File: config.mk
export PLATFORM = sky130hd
export DESIGN_NAME = v3n_sqrt_cell
export DESIGN_NICKNAME = d
export VERILOG_FILES = /design/src/v3n_pkg.sv /design/src/v3n_sqrt_cell.sv
export SDC_FILE = /design/constraint.sdc
export NUM_CORES = 1
export LEC_CHECK = 0
export BUFFER_PORTS_ARGS = -buffer_cell sky130_fd_sc_hd__buf_2
export CORE_AREA = 3 3 225 227
export DETAILED_ROUTE_END_ITERATION = 10
export DIE_AREA = 0 0 228 230
export GPL_ROUTABILITY_DRIVEN = 0
export PLACE_DENSITY = 0.53
export RECOVER_POWER = 25
export SETUP_SLACK_MARGIN = 0.02
export SLEW_MARGIN = 20
export SYNTH_ARGS = -nofsm -noshare
export SYNTH_HDL_FRONTEND = slang
export SYNTH_SLANG_ARGS = --single-unit
File: constraint.sdc
create_clock -name i_clk -period 16 [get_ports i_clk]
set_input_delay 2.4 -clock i_clk [delete_from_list [all_inputs] [get_ports i_clk]]
set_output_delay 2.4 -clock i_clk [all_outputs]
set_load 0.01 [all_outputs]
File: src/v3n_pkg.sv
// package for the vector normaliser: widths, payload types, stage records
// no dependencies

package v3n_pkg;

    localparam int DataW = 32;
    localparam int FracBitsDefault = 16;
    localparam int MagW = 32;
    localparam int SqW = 64;
    localparam int RootW = 32;
    localparam int QuotW = 33;

    typedef struct packed {
        logic [MagW-1:0] mag_z;
        logic [MagW-1:0] mag_y;
        logic [MagW-1:0] mag_x;
        logic [2:0]      neg;
        logic [DataW-1:0] raw_z;
        logic [DataW-1:0] raw_y;
        logic [DataW-1:0] raw_x;
        logic             pass;
    } t_vec;

endpackage

File: src/v3n_sqrt_cell.sv
// one step of the restoring square root: settles one result bit per cell
// depends on v3n_pkg

module v3n_sqrt_cell #(
    parameter int STEP = 0
) (
    input  logic                   i_clk,
    input  logic                   i_rst_n,
    input  logic                   i_valid,
    input  logic                   i_stall,
    input  logic [v3n_pkg::SqW-1:0]   i_rem,
    input  logic [v3n_pkg::RootW-1:0] i_root,
    input  v3n_pkg::t_vec          i_vec,
    output logic                   o_valid,
    output logic [v3n_pkg::SqW-1:0]   o_rem,
    output logic [v3n_pkg::RootW-1:0] o_root,
    output v3n_pkg::t_vec          o_vec
);

    // bit weight of this step: 2^(2*(31-STEP)) in the remainder domain
    localparam int Shift = 2 * (v3n_pkg::RootW - 1 - STEP);

    logic [v3n_pkg::SqW+1:0] trial;
    logic                    take;
    logic                    r_valid;
    logic [v3n_pkg::SqW-1:0]   r_rem;
    logic [v3n_pkg::RootW-1:0] r_root;
    v3n_pkg::t_vec           r_vec;

    // trial = (4*root + 1) << Shift, root holds the bits settled so far
    always_comb begin
        trial = ({{(v3n_pkg::SqW-v3n_pkg::RootW){1'b0}}, i_root, 2'b01}) << Shift;
        take  = {2'b00, i_rem} >= trial;
    end

    always_ff @(posedge i_clk) begin
        if (!i_rst_n) begin
            r_valid <= 1'b0;
        end else if (!i_stall) begin
            r_valid <= i_valid;
        end
    end

    always_ff @(posedge i_clk) begin
        if (!i_stall) begin
            r_rem  <= take ? (i_rem - trial[v3n_pkg::SqW-1:0]) : i_rem;
            r_root <= take ? ({i_root[v3n_pkg::RootW-2:0], 1'b1})
                           : ({i_root[v3n_pkg::RootW-2:0], 1'b0});
            r_vec  <= i_vec;
        end
    end

    assign o_valid = r_valid;
    assign o_rem   = r_rem;
    assign o_root  = r_root;
    assign o_vec   = r_vec;

endmodule

Yosys cells after proc, flatten, opt, wreduce, memory -nomap -nowiden

Index checks and enable logic that the tools add are counted.

Bits in registers: 293
Logic and storage cells: 15
Output and inout port bits: 293
Bits of input ports: 296

$lt $le $gt $ge: 1
Mux-type cells: 2
$add $sub $neg: 1

Operators with widths:

| kind                     | count |
|---|---|
| $ge A64 B66 Y1           | 1 |
| $mux W64                 | 1 |
| $sub A64 B63 Y64 const B | 1 |
| $mux W1                  | 1 |

Longest topological paths before layout

Word-level depth: 2
Mapped depth: 7
Depth with buffers taken out: 7

Worst setup path before layout

Ideal clock, no wire load.

Path kind: input -> register
Start: in i_stall
End: reg r_rem (netlist bit o_rem[0]), enable pin
Setup time: 0.641 ns
Stages: 1
Setup slack: 7.338 ns
Path buffers: 0
Arrival time: 8.022 ns
Required time: 15.359 ns
Cells stage by stage: inv_1

RTL lines:

| what                 | RTL line            | RTL |
|---|---|---|
| from (decl)          | v3n_sqrt_cell.sv:10 | `input logic i_stall,` |
| to (signal assigned) | v3n_sqrt_cell.sv:46 | `r_rem <= take ? (i_rem - trial[v3n_pkg::SqW-1:0]) : i_rem;` |
| to (decl)            | v3n_sqrt_cell.sv:26 | `logic [v3n_pkg::SqW-1:0] r_rem;` |

No word-level cell between the ends.

Worst setup path after layout

Start: in i_stall
End: reg r_rem (netlist bit o_rem[33]), enable pin

No word-level cell between the ends.

==> flow_metrics.env <==
export IMPL_placement_rows=81
export IMPL_cts_hold_buf=0
export IMPL_p_sw_uw=418.5
export IMPL_cts_root_buffer="clkbuf_16"
export IMPL_numCtsBuffers=36
export IMPL_ys_types=13
export IMPL_die_width_um=228
export IMPL_cp_buffers_inverters=4
export IMPL_grt_overflow=0
export IMPL_criticalPathCategory="input port to register"
export IMPL_grt_pass1_vias=6167
export IMPL_syn_area_um2=9012
export IMPL_synth_avg_cell_area_um2=27.73
export IMPL_antenna_found_initial=14
export IMPL_via_count=5862
export IMPL_slew_viol_final=0
export IMPL_timing_rr_start="o_valid$_SDFFE_PN0N_"
export IMPL_cp_data_required_time_ps=16150
export IMPL_pwr_share_seq_pct=49.9
export IMPL_p_total_uw=1861
export IMPL_cts_setup_buffers=0
export IMPL_synth_seq_cells=293
export IMPL_io_buffers=587
export IMPL_hold_path_class="register to register"
export IMPL_critPathLaunchType="input port"
export IMPL_finalCritPeriodShare_pct=28.75
export IMPL_slowest_delay_ps=840
export IMPL_htreeDepth=2
export IMPL_die_h_um=230
export IMPL_hold_path_cell_count=2
export IMPL_clock_fmax_mhz=217.4
export IMPL_critPathMaxFanout=82
export IMPL_whs_endpoint="o_valid$_SDFFE_PN0N_"
export IMPL_hpwlAfterDp_mm=22.08
export IMPL_r2r_slack_ps=15400
export IMPL_post_drt_wl_per_cell_um=17.25
export IMPL_powerDensity_nw_per_um2=133.4
export IMPL_critPathTopFamily="buffers and inverters"
export IMPL_clockBufferDepth=3
export IMPL_ant_nets=0
export IMPL_cp_slowest_cell="buf_4"
export IMPL_cap_violations=0
export IMPL_setup_violations=0
export IMPL_ir_worst_vdd_uv=84.69
export IMPL_detail_route_first_pass_iterations=4
export IMPL_syn_nets=623
export IMPL_clock_skew_ps=0
export IMPL_fin_setup_tns_ps=0
export IMPL_p_int_uw=1443
export IMPL_final_common_cell="buf_2"
export IMPL_r2r_end="o_valid$_SDFFE_PN0N_"
export IMPL_power_frac_comb_pct=8.2
export IMPL_cp_arrival_ps=4750
export IMPL_rsz0062_at_grt="false"
export IMPL_grt_start_max_net_pins=83
export IMPL_most_common_layout_cells="buf_2 (582), edfxtp_1 (292), clkbuf_16 (37)"
export IMPL_p_sw_share_pct=22.48
export IMPL_maxSlewHeadroom_pct=37.83
export IMPL_drc=0
export IMPL_worstMarginPinSlew_ps=932.6
export IMPL_ctsResizeCount=0
export IMPL_grt_pass1_wl_mm=39.30
export IMPL_synthToLayoutAreaGrowth_pct=54.87
export IMPL_fin_util_pct=28.57
export IMPL_cts_tree="done"
export IMPL_status="finished, final reports clean"
export IMPL_drive_gt1_share_pct=65.34
export IMPL_drt_iter0_drc=243
export IMPL_leakage_uw=0.005818
export IMPL_coreArea_um2=48850
export IMPL_io_pins=589
export IMPL_worstRegToRegCells=2
export IMPL_clk_pin_slew_worst_paths_ps=60
export IMPL_nNetsFinal=1251
export IMPL_hold_violations=0
export IMPL_min_from="o_valid$_SDFFE_PN0N_"
export IMPL_crit_chain="buf_2 -> inv_8 -> buf_4 -> buf_4"
export IMPL_syn_inst=325
export IMPL_via_per_inst=3.559
export IMPL_synth_seq_area_share_pct=97.51
export IMPL_cp_common_cell="buf_4"
export IMPL_die_area_um2=52440
export IMPL_clock_latency_ps=520
export IMPL_yosysWarnings=0
export IMPL_routed_wl_mm=28.40
export IMPL_cp_end_kind="register"
export IMPL_start_util_pct=18.45
export IMPL_cts_num_sinks=293
export IMPL_period_needed_ps=4600
export IMPL_track_usage_pct=10.20
export IMPL_clockPowerShare_pct=41.9
## kinds of logic after synthesis
kind of cell	Yosys count	share of synthesized area, %
simple gates	22	1.624
xor+xnor	1	0.09720
mux	2	0.2221
buf+inv	4	0.1665
fa+ha+maj	2	0.2776
compound gates	1	0.09720
flops	293	97.51
## layer usage
metal / up-vias / routed length, um / part of all wire [%] / track usage, %
li1: 2613 / - / - / -
met1: 2799 / 9540 / 34 / 10.06
met2: 351 / 14330 / 50 / 17.79
met3: 81 / 3459 / 12 / 5.352
met4: 18 / 968 / 3.4 / 4.617
met5: - / 104 / 0.37 / 0
## state kept, by name, summed over array words and instances (netlist names)
signal	count
o_rem	64
o_root	32
o_valid	1
o_vec	196
## metrics by stage
step | instances | setup WS (ps) | hold WS (ps) | area (um2)
global placement | 1579 | 10870 | 502.7 | 12810
detailed placement | 1579 | 10820 | 540.1 | 12810
floorplan | 325 | 7338 | 545.3 | 9012
finish | 1647 | 11400 | 537.0 | 13960
CTS | 1645 | 11420 | 548.7 | 13960
global route | 1646 | 11210 | 598.4 | 13950
## cell type report
type,instances,area [um2]
fillers,5040,34890
flip-flops and latches,293,8788
repair buffers,590,2954
clock buffers,44,962.2
well taps,664,830.8
multi-input cells,28,209.0
clock inverters,22,185.2
inverters,4,22.52
diodes,2,5.005
## worst reg2reg max path, cell delays in order (launching register included)
cell and delay [ps]:
dfxtp_1 310, mux2i_1 120, nor2b_1 60
## power by group through the flow
| stage | Sequential (uW) | Clock [uW] | Combinational, uW |
|---|---|---|---|
| final | 929 | 780 | 152 |
| after global placement | 944 | 0 | 156 |
| after detailed placement | 945 | 0 | 157 |
| after floorplan | 986 | 0 | 12.0 |
| after CTS | 930 | 818 | 157 |
| after global routing | 935 | 842 | 164 |
## how the worst max path moves through the flow
stage | from | to | slack [ps] | cells past startpoint
global route | i_stall | o_root[24]$_DFFE_PN_ | 11210 | 4
CTS | i_rem[52] | o_rem[62]$_DFFE_PN_ | 11420 | 6
detailed placement | i_rem[52] | o_rem[62]$_DFFE_PN_ | 10820 | 6
global placement | i_rem[52] | o_rem[63]$_DFFE_PN_ | 10870 | 6
finish | i_stall | o_rem[33]$_DFFE_PN_ | 11400 | 4
floorplan | i_stall | o_rem[0]$_DFFE_PN_ | 7340 | 1
## synth_stat cells
cell type	count	area share, %
inv_1	4	0.17
dfxtp_1	1	0.22
xnor2_1	1	0.097
a211o_1	1	0.097
nor3_1	1	0.055
nand4_1	4	0.28
nor2b_1	1	0.069
mux2i_1	2	0.22
edfxtp_1	292	97
ha_1	2	0.28
nor4b_2	1	0.17
or4_1	1	0.083
nor4_1	14	0.97
(Power assumes the default switching activity.)
