==> src/v3n_pkg.sv <==
// package for the vector normaliser: widths, payload types, stage records
// no dependencies

package v3n_pkg;

    localparam int DataW = 32;
    localparam int FracBitsDefault = 16;
    localparam int MagW = 32;
    localparam int SqW = 64;
    localparam int RootW = 32;
    localparam int QuotW = 33;

    typedef struct packed {
        logic [MagW-1:0] mag_z;
        logic [MagW-1:0] mag_y;
        logic [MagW-1:0] mag_x;
        logic [2:0]      neg;
        logic [DataW-1:0] raw_z;
        logic [DataW-1:0] raw_y;
        logic [DataW-1:0] raw_x;
        logic             pass;
    } t_vec;

endpackage

==> src/v3n_div_cell.sv <==
// one restoring division step for all three components: one quotient bit per cell
// depends on v3n_pkg

module v3n_div_cell (
    input  logic                        i_clk,
    input  logic                        i_rst_n,
    input  logic                        i_valid,
    input  logic                        i_stall,
    input  logic [v3n_pkg::RootW-1:0]   i_den,
    input  logic [3*(v3n_pkg::RootW+1)-1:0] i_rem,
    input  logic [3*v3n_pkg::QuotW-1:0] i_quot,
    input  logic [3*v3n_pkg::QuotW-1:0] i_num,
    input  v3n_pkg::t_vec               i_vec,
    output logic                        o_valid,
    output logic [v3n_pkg::RootW-1:0]   o_den,
    output logic [3*(v3n_pkg::RootW+1)-1:0] o_rem,
    output logic [3*v3n_pkg::QuotW-1:0] o_quot,
    output logic [3*v3n_pkg::QuotW-1:0] o_num,
    output v3n_pkg::t_vec               o_vec
);

    localparam int RW = v3n_pkg::RootW + 1;
    localparam int QW = v3n_pkg::QuotW;

    logic [3*RW-1:0] n_rem;
    logic [3*QW-1:0] n_quot;
    logic [3*QW-1:0] n_num;
    logic            r_valid;
    logic [v3n_pkg::RootW-1:0] r_den;
    logic [3*RW-1:0] r_rem;
    logic [3*QW-1:0] r_quot;
    logic [3*QW-1:0] r_num;
    v3n_pkg::t_vec   r_vec;

    always_comb begin
        logic [RW:0] sh;
        logic [RW:0] dif;
        for (int k = 0; k < 3; k++) begin
            // shift next numerator bit (msb first) into the partial remainder
            sh  = {i_rem[k*RW +: RW], i_num[k*QW + QW - 1]};
            dif = sh - {2'b00, i_den};
            if (!dif[RW]) begin
                n_rem[k*RW +: RW] = dif[RW-1:0];
            end else begin
                n_rem[k*RW +: RW] = sh[RW-1:0];
            end
            n_quot[k*QW +: QW] = {i_quot[k*QW +: QW-1], ~dif[RW]};
            n_num[k*QW +: QW]  = {i_num[k*QW +: QW-1], 1'b0};
        end
    end

    always_ff @(posedge i_clk) begin
        if (!i_rst_n) begin
            r_valid <= 1'b0;
        end else if (!i_stall) begin
            r_valid <= i_valid;
        end
    end

    always_ff @(posedge i_clk) begin
        if (!i_stall) begin
            r_den  <= i_den;
            r_rem  <= n_rem;
            r_quot <= n_quot;
            r_num  <= n_num;
            r_vec  <= i_vec;
        end
    end

    assign o_valid = r_valid;
    assign o_den   = r_den;
    assign o_rem   = r_rem;
    assign o_quot  = r_quot;
    assign o_num   = r_num;
    assign o_vec   = r_vec;

endmodule

==> config.mk <==
export PLATFORM = sky130hd
export DESIGN_NAME = v3n_div_cell
export DESIGN_NICKNAME = d
export VERILOG_FILES = /design/src/v3n_pkg.sv /design/src/v3n_div_cell.sv
export SDC_FILE = /design/constraint.sdc
export NUM_CORES = 1
export LEC_CHECK = 0
export BUFFER_PORTS_ARGS = -buffer_cell sky130_fd_sc_hd__buf_2
export CORE_AREA = 2 2 406 408
export DETAILED_ROUTE_END_ITERATION = 8
export DIE_AREA = 0 0 408 410
export PLACE_DENSITY = 0.42
export SYNTH_ARGS = -nofsm -noshare
export SYNTH_HDL_FRONTEND = slang
export SYNTH_SLANG_ARGS = --single-unit
==> constraint.sdc <==
create_clock -name i_clk -period 22.5 [get_ports i_clk]
set_input_delay 2.25 -clock i_clk [delete_from_list [all_inputs] [get_ports i_clk]]
set_output_delay 2.25 -clock i_clk [all_outputs]
set_load 0.01 [all_outputs]
After elaboration in Yosys (flattened, before gate mapping)

Index checks and enable logic that the tools add are counted.

Flip-flop bits (word level): 523
Logic and storage cells: 22

Add/sub/neg operators: 3
Muxes and demuxes: 3
Bitwise operators: 3

Operator list:

| operator       | number |
|---|---|
| $sub 34x32->34 | 3 |
| $mux 33        | 3 |
| $not 1->1      | 3 |

Longest topological paths before layout

Depth after elaboration: 2
Mapped depth: 15

Worst setup path after synthesis

No wires, ideal clock.

Path type: input-to-reg
Start: input port i_stall
End: register r_den (netlist bit o_den[0]) (enable)
Library setup time: 0.866 ns
Arrival: 12.289 ns
Path slack: 9.345 ns
Cell stages on the path: 1
Cells stage by stage: inv_1

RTL lines:

| item                 | RTL line           | source |
|---|---|---|
| start, declared      | v3n_div_cell.sv:8  | `input logic i_stall,` |
| end signal, assigned | v3n_div_cell.sv:62 | `r_den <= i_den;` |
| end, declared        | v3n_div_cell.sv:29 | `logic [v3n_pkg::RootW-1:0] r_den;` |

No word-level cell between the ends.

Final worst setup path

Start: input port i_den[1] in the netlist's numbering
End: register r_rem[4] (netlist: o_rem[4]), data pin

Cells in the longest elaborated chain, start to end: 2

Ends and longest elaborated chain:

| item                 | RTL line           | source |
|---|---|---|
| start, declared      | v3n_div_cell.sv:9  | `input logic [v3n_pkg::RootW-1:0] i_den,` |
| $sub 34x32->34       | v3n_div_cell.sv:41 | `dif = sh - {2'b00, i_den};` |
| $mux 33              | v3n_div_cell.sv:42 | `if (!dif[RW]) begin` |
| named net n_rem[4]   | v3n_div_cell.sv:25 | `logic [3*RW-1:0] n_rem;` |
| end signal, assigned | v3n_div_cell.sv:63 | `r_rem <= n_rem;` |
| end, declared        | v3n_div_cell.sv:30 | `logic [3*RW-1:0] r_rem;` |

The timed path passes the listed nets, and every way through them passes these cells.
A chain may end at the register's enable or synchronous reset.

==> key figures <==
Setup path
  – Setup CP Type: in -> reg
  – Cell Chain, Critical Path: buf_2 -> inv_1 -> ha_1 -> nor2b_1 -> o2111a_1 -> o21ai_0 -> a21oi_1 -> o21ai_1 -> o21bai_1 -> a31o_2 -> xor2_4 -> buf_4 -> mux2_2
  – CP Buf/Inv Count: 3
  – Worst reg2reg startpoint: o_valid
  – R2r worst-path depth: 2
  – Flop-to-flop setup slack: 21920 ps
  – CP Data Required Time: 22920 ps
  – CP Capture Type: flip-flop
  – Arr. time, crit path: 6240 ps
  – Worst reg2reg path endpoint: o_valid
  – Critical-path top delay cell: a21oi_1
  – CP startpoint kind: primary input
  – Crit path max fanout: 22
  – Critical path's top delay family: compound AO/OA/AOI/OAI gates
  – Critical Path Max Stage Delay: 570 ps

Route
  – Via density: 3.64
  – Routed WL per cell: 30.5 um
  – DR iter-0 viols: 1099
  – Final wirelength: 145000 um
  – DRT antenna net count: 0
  – Drt pass-1 iters: 8
  – Vias: 17300
  – DR DRC count: 0

Die
  – Core area: 163000 um^2
  – # rows: 149
  – Initial cell density of the core: 0.135
  – Die W: 408 um
  – Die height: 410 um
  – Die area: 167000 um^2
  – Ports: 1055

Global route
  – Global-route wire length before repair: 179000 um
  – Tot GR Track Use: 0.167
  – Initial antenna violation count: 163
  – Largest net degree at the start of global routing: 145
  – Gr ovfl total: 0
  – Vias in the first global route: 16700

Synthesis
  – Post-synthesis sequential area ratio: 0.713
  – Synth area leader: edfxtp_1
  – Syn avg cell area: 16.2 um^2
  – Post-synth EDFFs: 522
  – Top-area cell type share of the netlist area: 0.712
  – Synth top area cells: edfxtp_1, ha_1, mux2_2
  – Async set or reset register ratio after synthesis: 0
  – Synthesized cell area: 22000 um^2
  – Post-synthesis sequential element count: 523
  – Ys Warns: 0
  – Post-Syn Instances: 1361
  – Dominant synthesized flop cell: edfxtp_1
  – Netlist cell types: 71

Clock tree
  – Root buf cell: clkbuf_16
  – Clk buf depth: 3
  – CTS tree: done
  – Post-CTS Setup Inserts: 0
  – CTS sink cnt: 523
  – Clock Pin Slew Worst Setup and Hold Paths: 60 ps
  – Cts-stage hold buffer count: 0
  – H-Tree Depth: 3
  – Post-CTS resize count: 0
  – TritonCTS Buffers: 72
  – Clock Latency Late Sink: 670 ps

Timing
  – Worst clock skew: 0 ps
  – Actual slew at the worst max-slew pin: 890 ps
  – Final setup fails: 0
  – Max Clock Freq: 172 MHz
  – Fin. Hold Viols: 0
  – Fin Setup TNS: 0 ps
  – Unrepaired setup endpoints after global routing: false
  – Tcrit/Tclk final: 0.259
  – Fin. max-slew vios: 0
  – Relative slew slack: 0.407
  – Min cycle time layout: 5820 ps

Status
  – Outcome: completed

Placement
  – Routability cong.: 0.863
  – HPWL Detailed: 124000 um
  – Port Buf Inserts: 1048

Min path
  – Worst Hold Depth: 2
  – Endpoint, Worst Hold: o_valid
  – Worst hold start: o_valid
  – Worst hold path type: reg -> reg

Power and ir drop
  – VDD IR max: 56.5 uV
  – Power per Cell Area: 89.3 nW/um^2
  – Total leakage power: 13.5 nW

Final layout
  – Layout Nets: 3100
  – Syn-to-layout area delta: 47.2%
  – Final Util: 0.198
  – Layout cell share with drive strength beyond 1: 0.501

Job
  – MaxCap Viol Count: 0
## flip-flops by register name (all words and copies together) (netlist names)
name,cells
o_den,32
o_num,96
o_quot,99
o_rem,99
o_valid,1
o_vec,196
## cells in the mapped netlist, types with 4 or more instances
cell type and count:
edfxtp_1 522, ha_1 96, a21oi_1 77, nor2_1 65
inv_1 58, mux2_2 57, a21o_1 53, xnor2_1 52
nand2_1 36, o21ai_0 34, xor2_1 30, mux2_4 25
nand3_1 25, nand2b_1 16, o21bai_1 15, nor2b_1 14
nor3_1 14, o21a_1 12, clkbuf_1 11, a31oi_1 10
and3_1 9, nand4_1 9, a211oi_1 8, mux2i_1 8
buf_4 7, and2_1 6, o211ai_1 6, a31o_2 5
o21ai_1 5, or3_1 5, o311ai_0 4, o31ai_1 4
## through the flow
stage,power [W],cells,instance area (um^2),hold WS [ps],worst slack [ps]
floorplan,0.00149,1363,22000,545,9350
global placement,0.00176,4587,30000,504,15700
detailed placement,0.00176,4587,30000,508,15690
CTS,0.00297,4717,32300,523,16470
global route,0.00303,4723,32400,555,16360
finish,0.00290,4748,32400,514,16680
## kinds of logic after synthesis
family | count (synthesis) | share of synthesized area
mux | 91 | 0.0503
xor+xnor | 84 | 0.0346
fa+ha+maj | 99 | 0.0573
buf+inv | 84 | 0.0167
simple gates | 208 | 0.0459
other cells | 1 | 0.000170
flops | 523 | 0.713
compound gates | 271 | 0.0825
## where the power goes
group          internal, W  total (W)  leakage [nW]  switching, W
combinational     0.000199   0.000517          7.24      0.000317
sequential         0.00118    0.00121          5.12     0.0000288
clock             0.000670    0.00117          1.13      0.000496
total              0.00205    0.00290          13.5      0.000842
## worst max-delay path by stage
stage	from	end	slack, ps	depth (start not counted)
after floorplan	i_stall	o_den[0]	9350	1
after global placement	i_den[1]	o_rem[16]	15700	13
after detailed placement	i_den[1]	o_rem[16]	15690	13
after CTS	i_den[1]	o_rem[16]	16470	13
after global routing	i_den[1]	o_rem[6]	16360	13
final	i_den[1]	o_rem[4]	16680	13
## cell usage in the layout (no fill, tap or decap), types with 31 or more instances in the layout
cell       synthesis  final
nand2_1           36     36
diode_2            0     31
mux2_2            57     57
xnor2_1           52     52
clkbuf_16          0     73
o21ai_0           34     34
nor2_1            65     65
a21oi_1           77     77
ha_1              96     96
a21o_1            53     53
buf_2              2   1048
inv_1             58     57
edfxtp_1         522    522
## per-layer routing
| metal | part of all wire | wire, um | vias up | track usage |
|---|---|---|---|---|
| met5 | 0.0025 | 355 | - | 0 |
| met4 | 0.026 | 3800 | 60 | 0.0444 |
| met3 | 0.15 | 21100 | 271 | 0.0988 |
| met2 | 0.46 | 66400 | 994 | 0.269 |
| met1 | 0.37 | 53100 | 8422 | 0.185 |
| li1 | - | - | 7537 | - |
## worst reg2reg max path: stages (launching register included)
cell	delay [ps]
dfxtp_1	310
mux2i_1	120
nor2b_1	50
## final cells by class
type / count / area (um^2)
Clock buffer: 83 / 1860
Fill cell: 17900 / 131000
Timing Repair Buffer: 1061 / 5360
Sequential cell: 523 / 15700
Inverter: 58 / 225
Multi-Input combinational cell: 756 / 6000
Tap cell: 2189 / 2740
Clock inverter: 47 / 469
Antenna cell: 31 / 77.6
(Power assumes the default switching activity.)
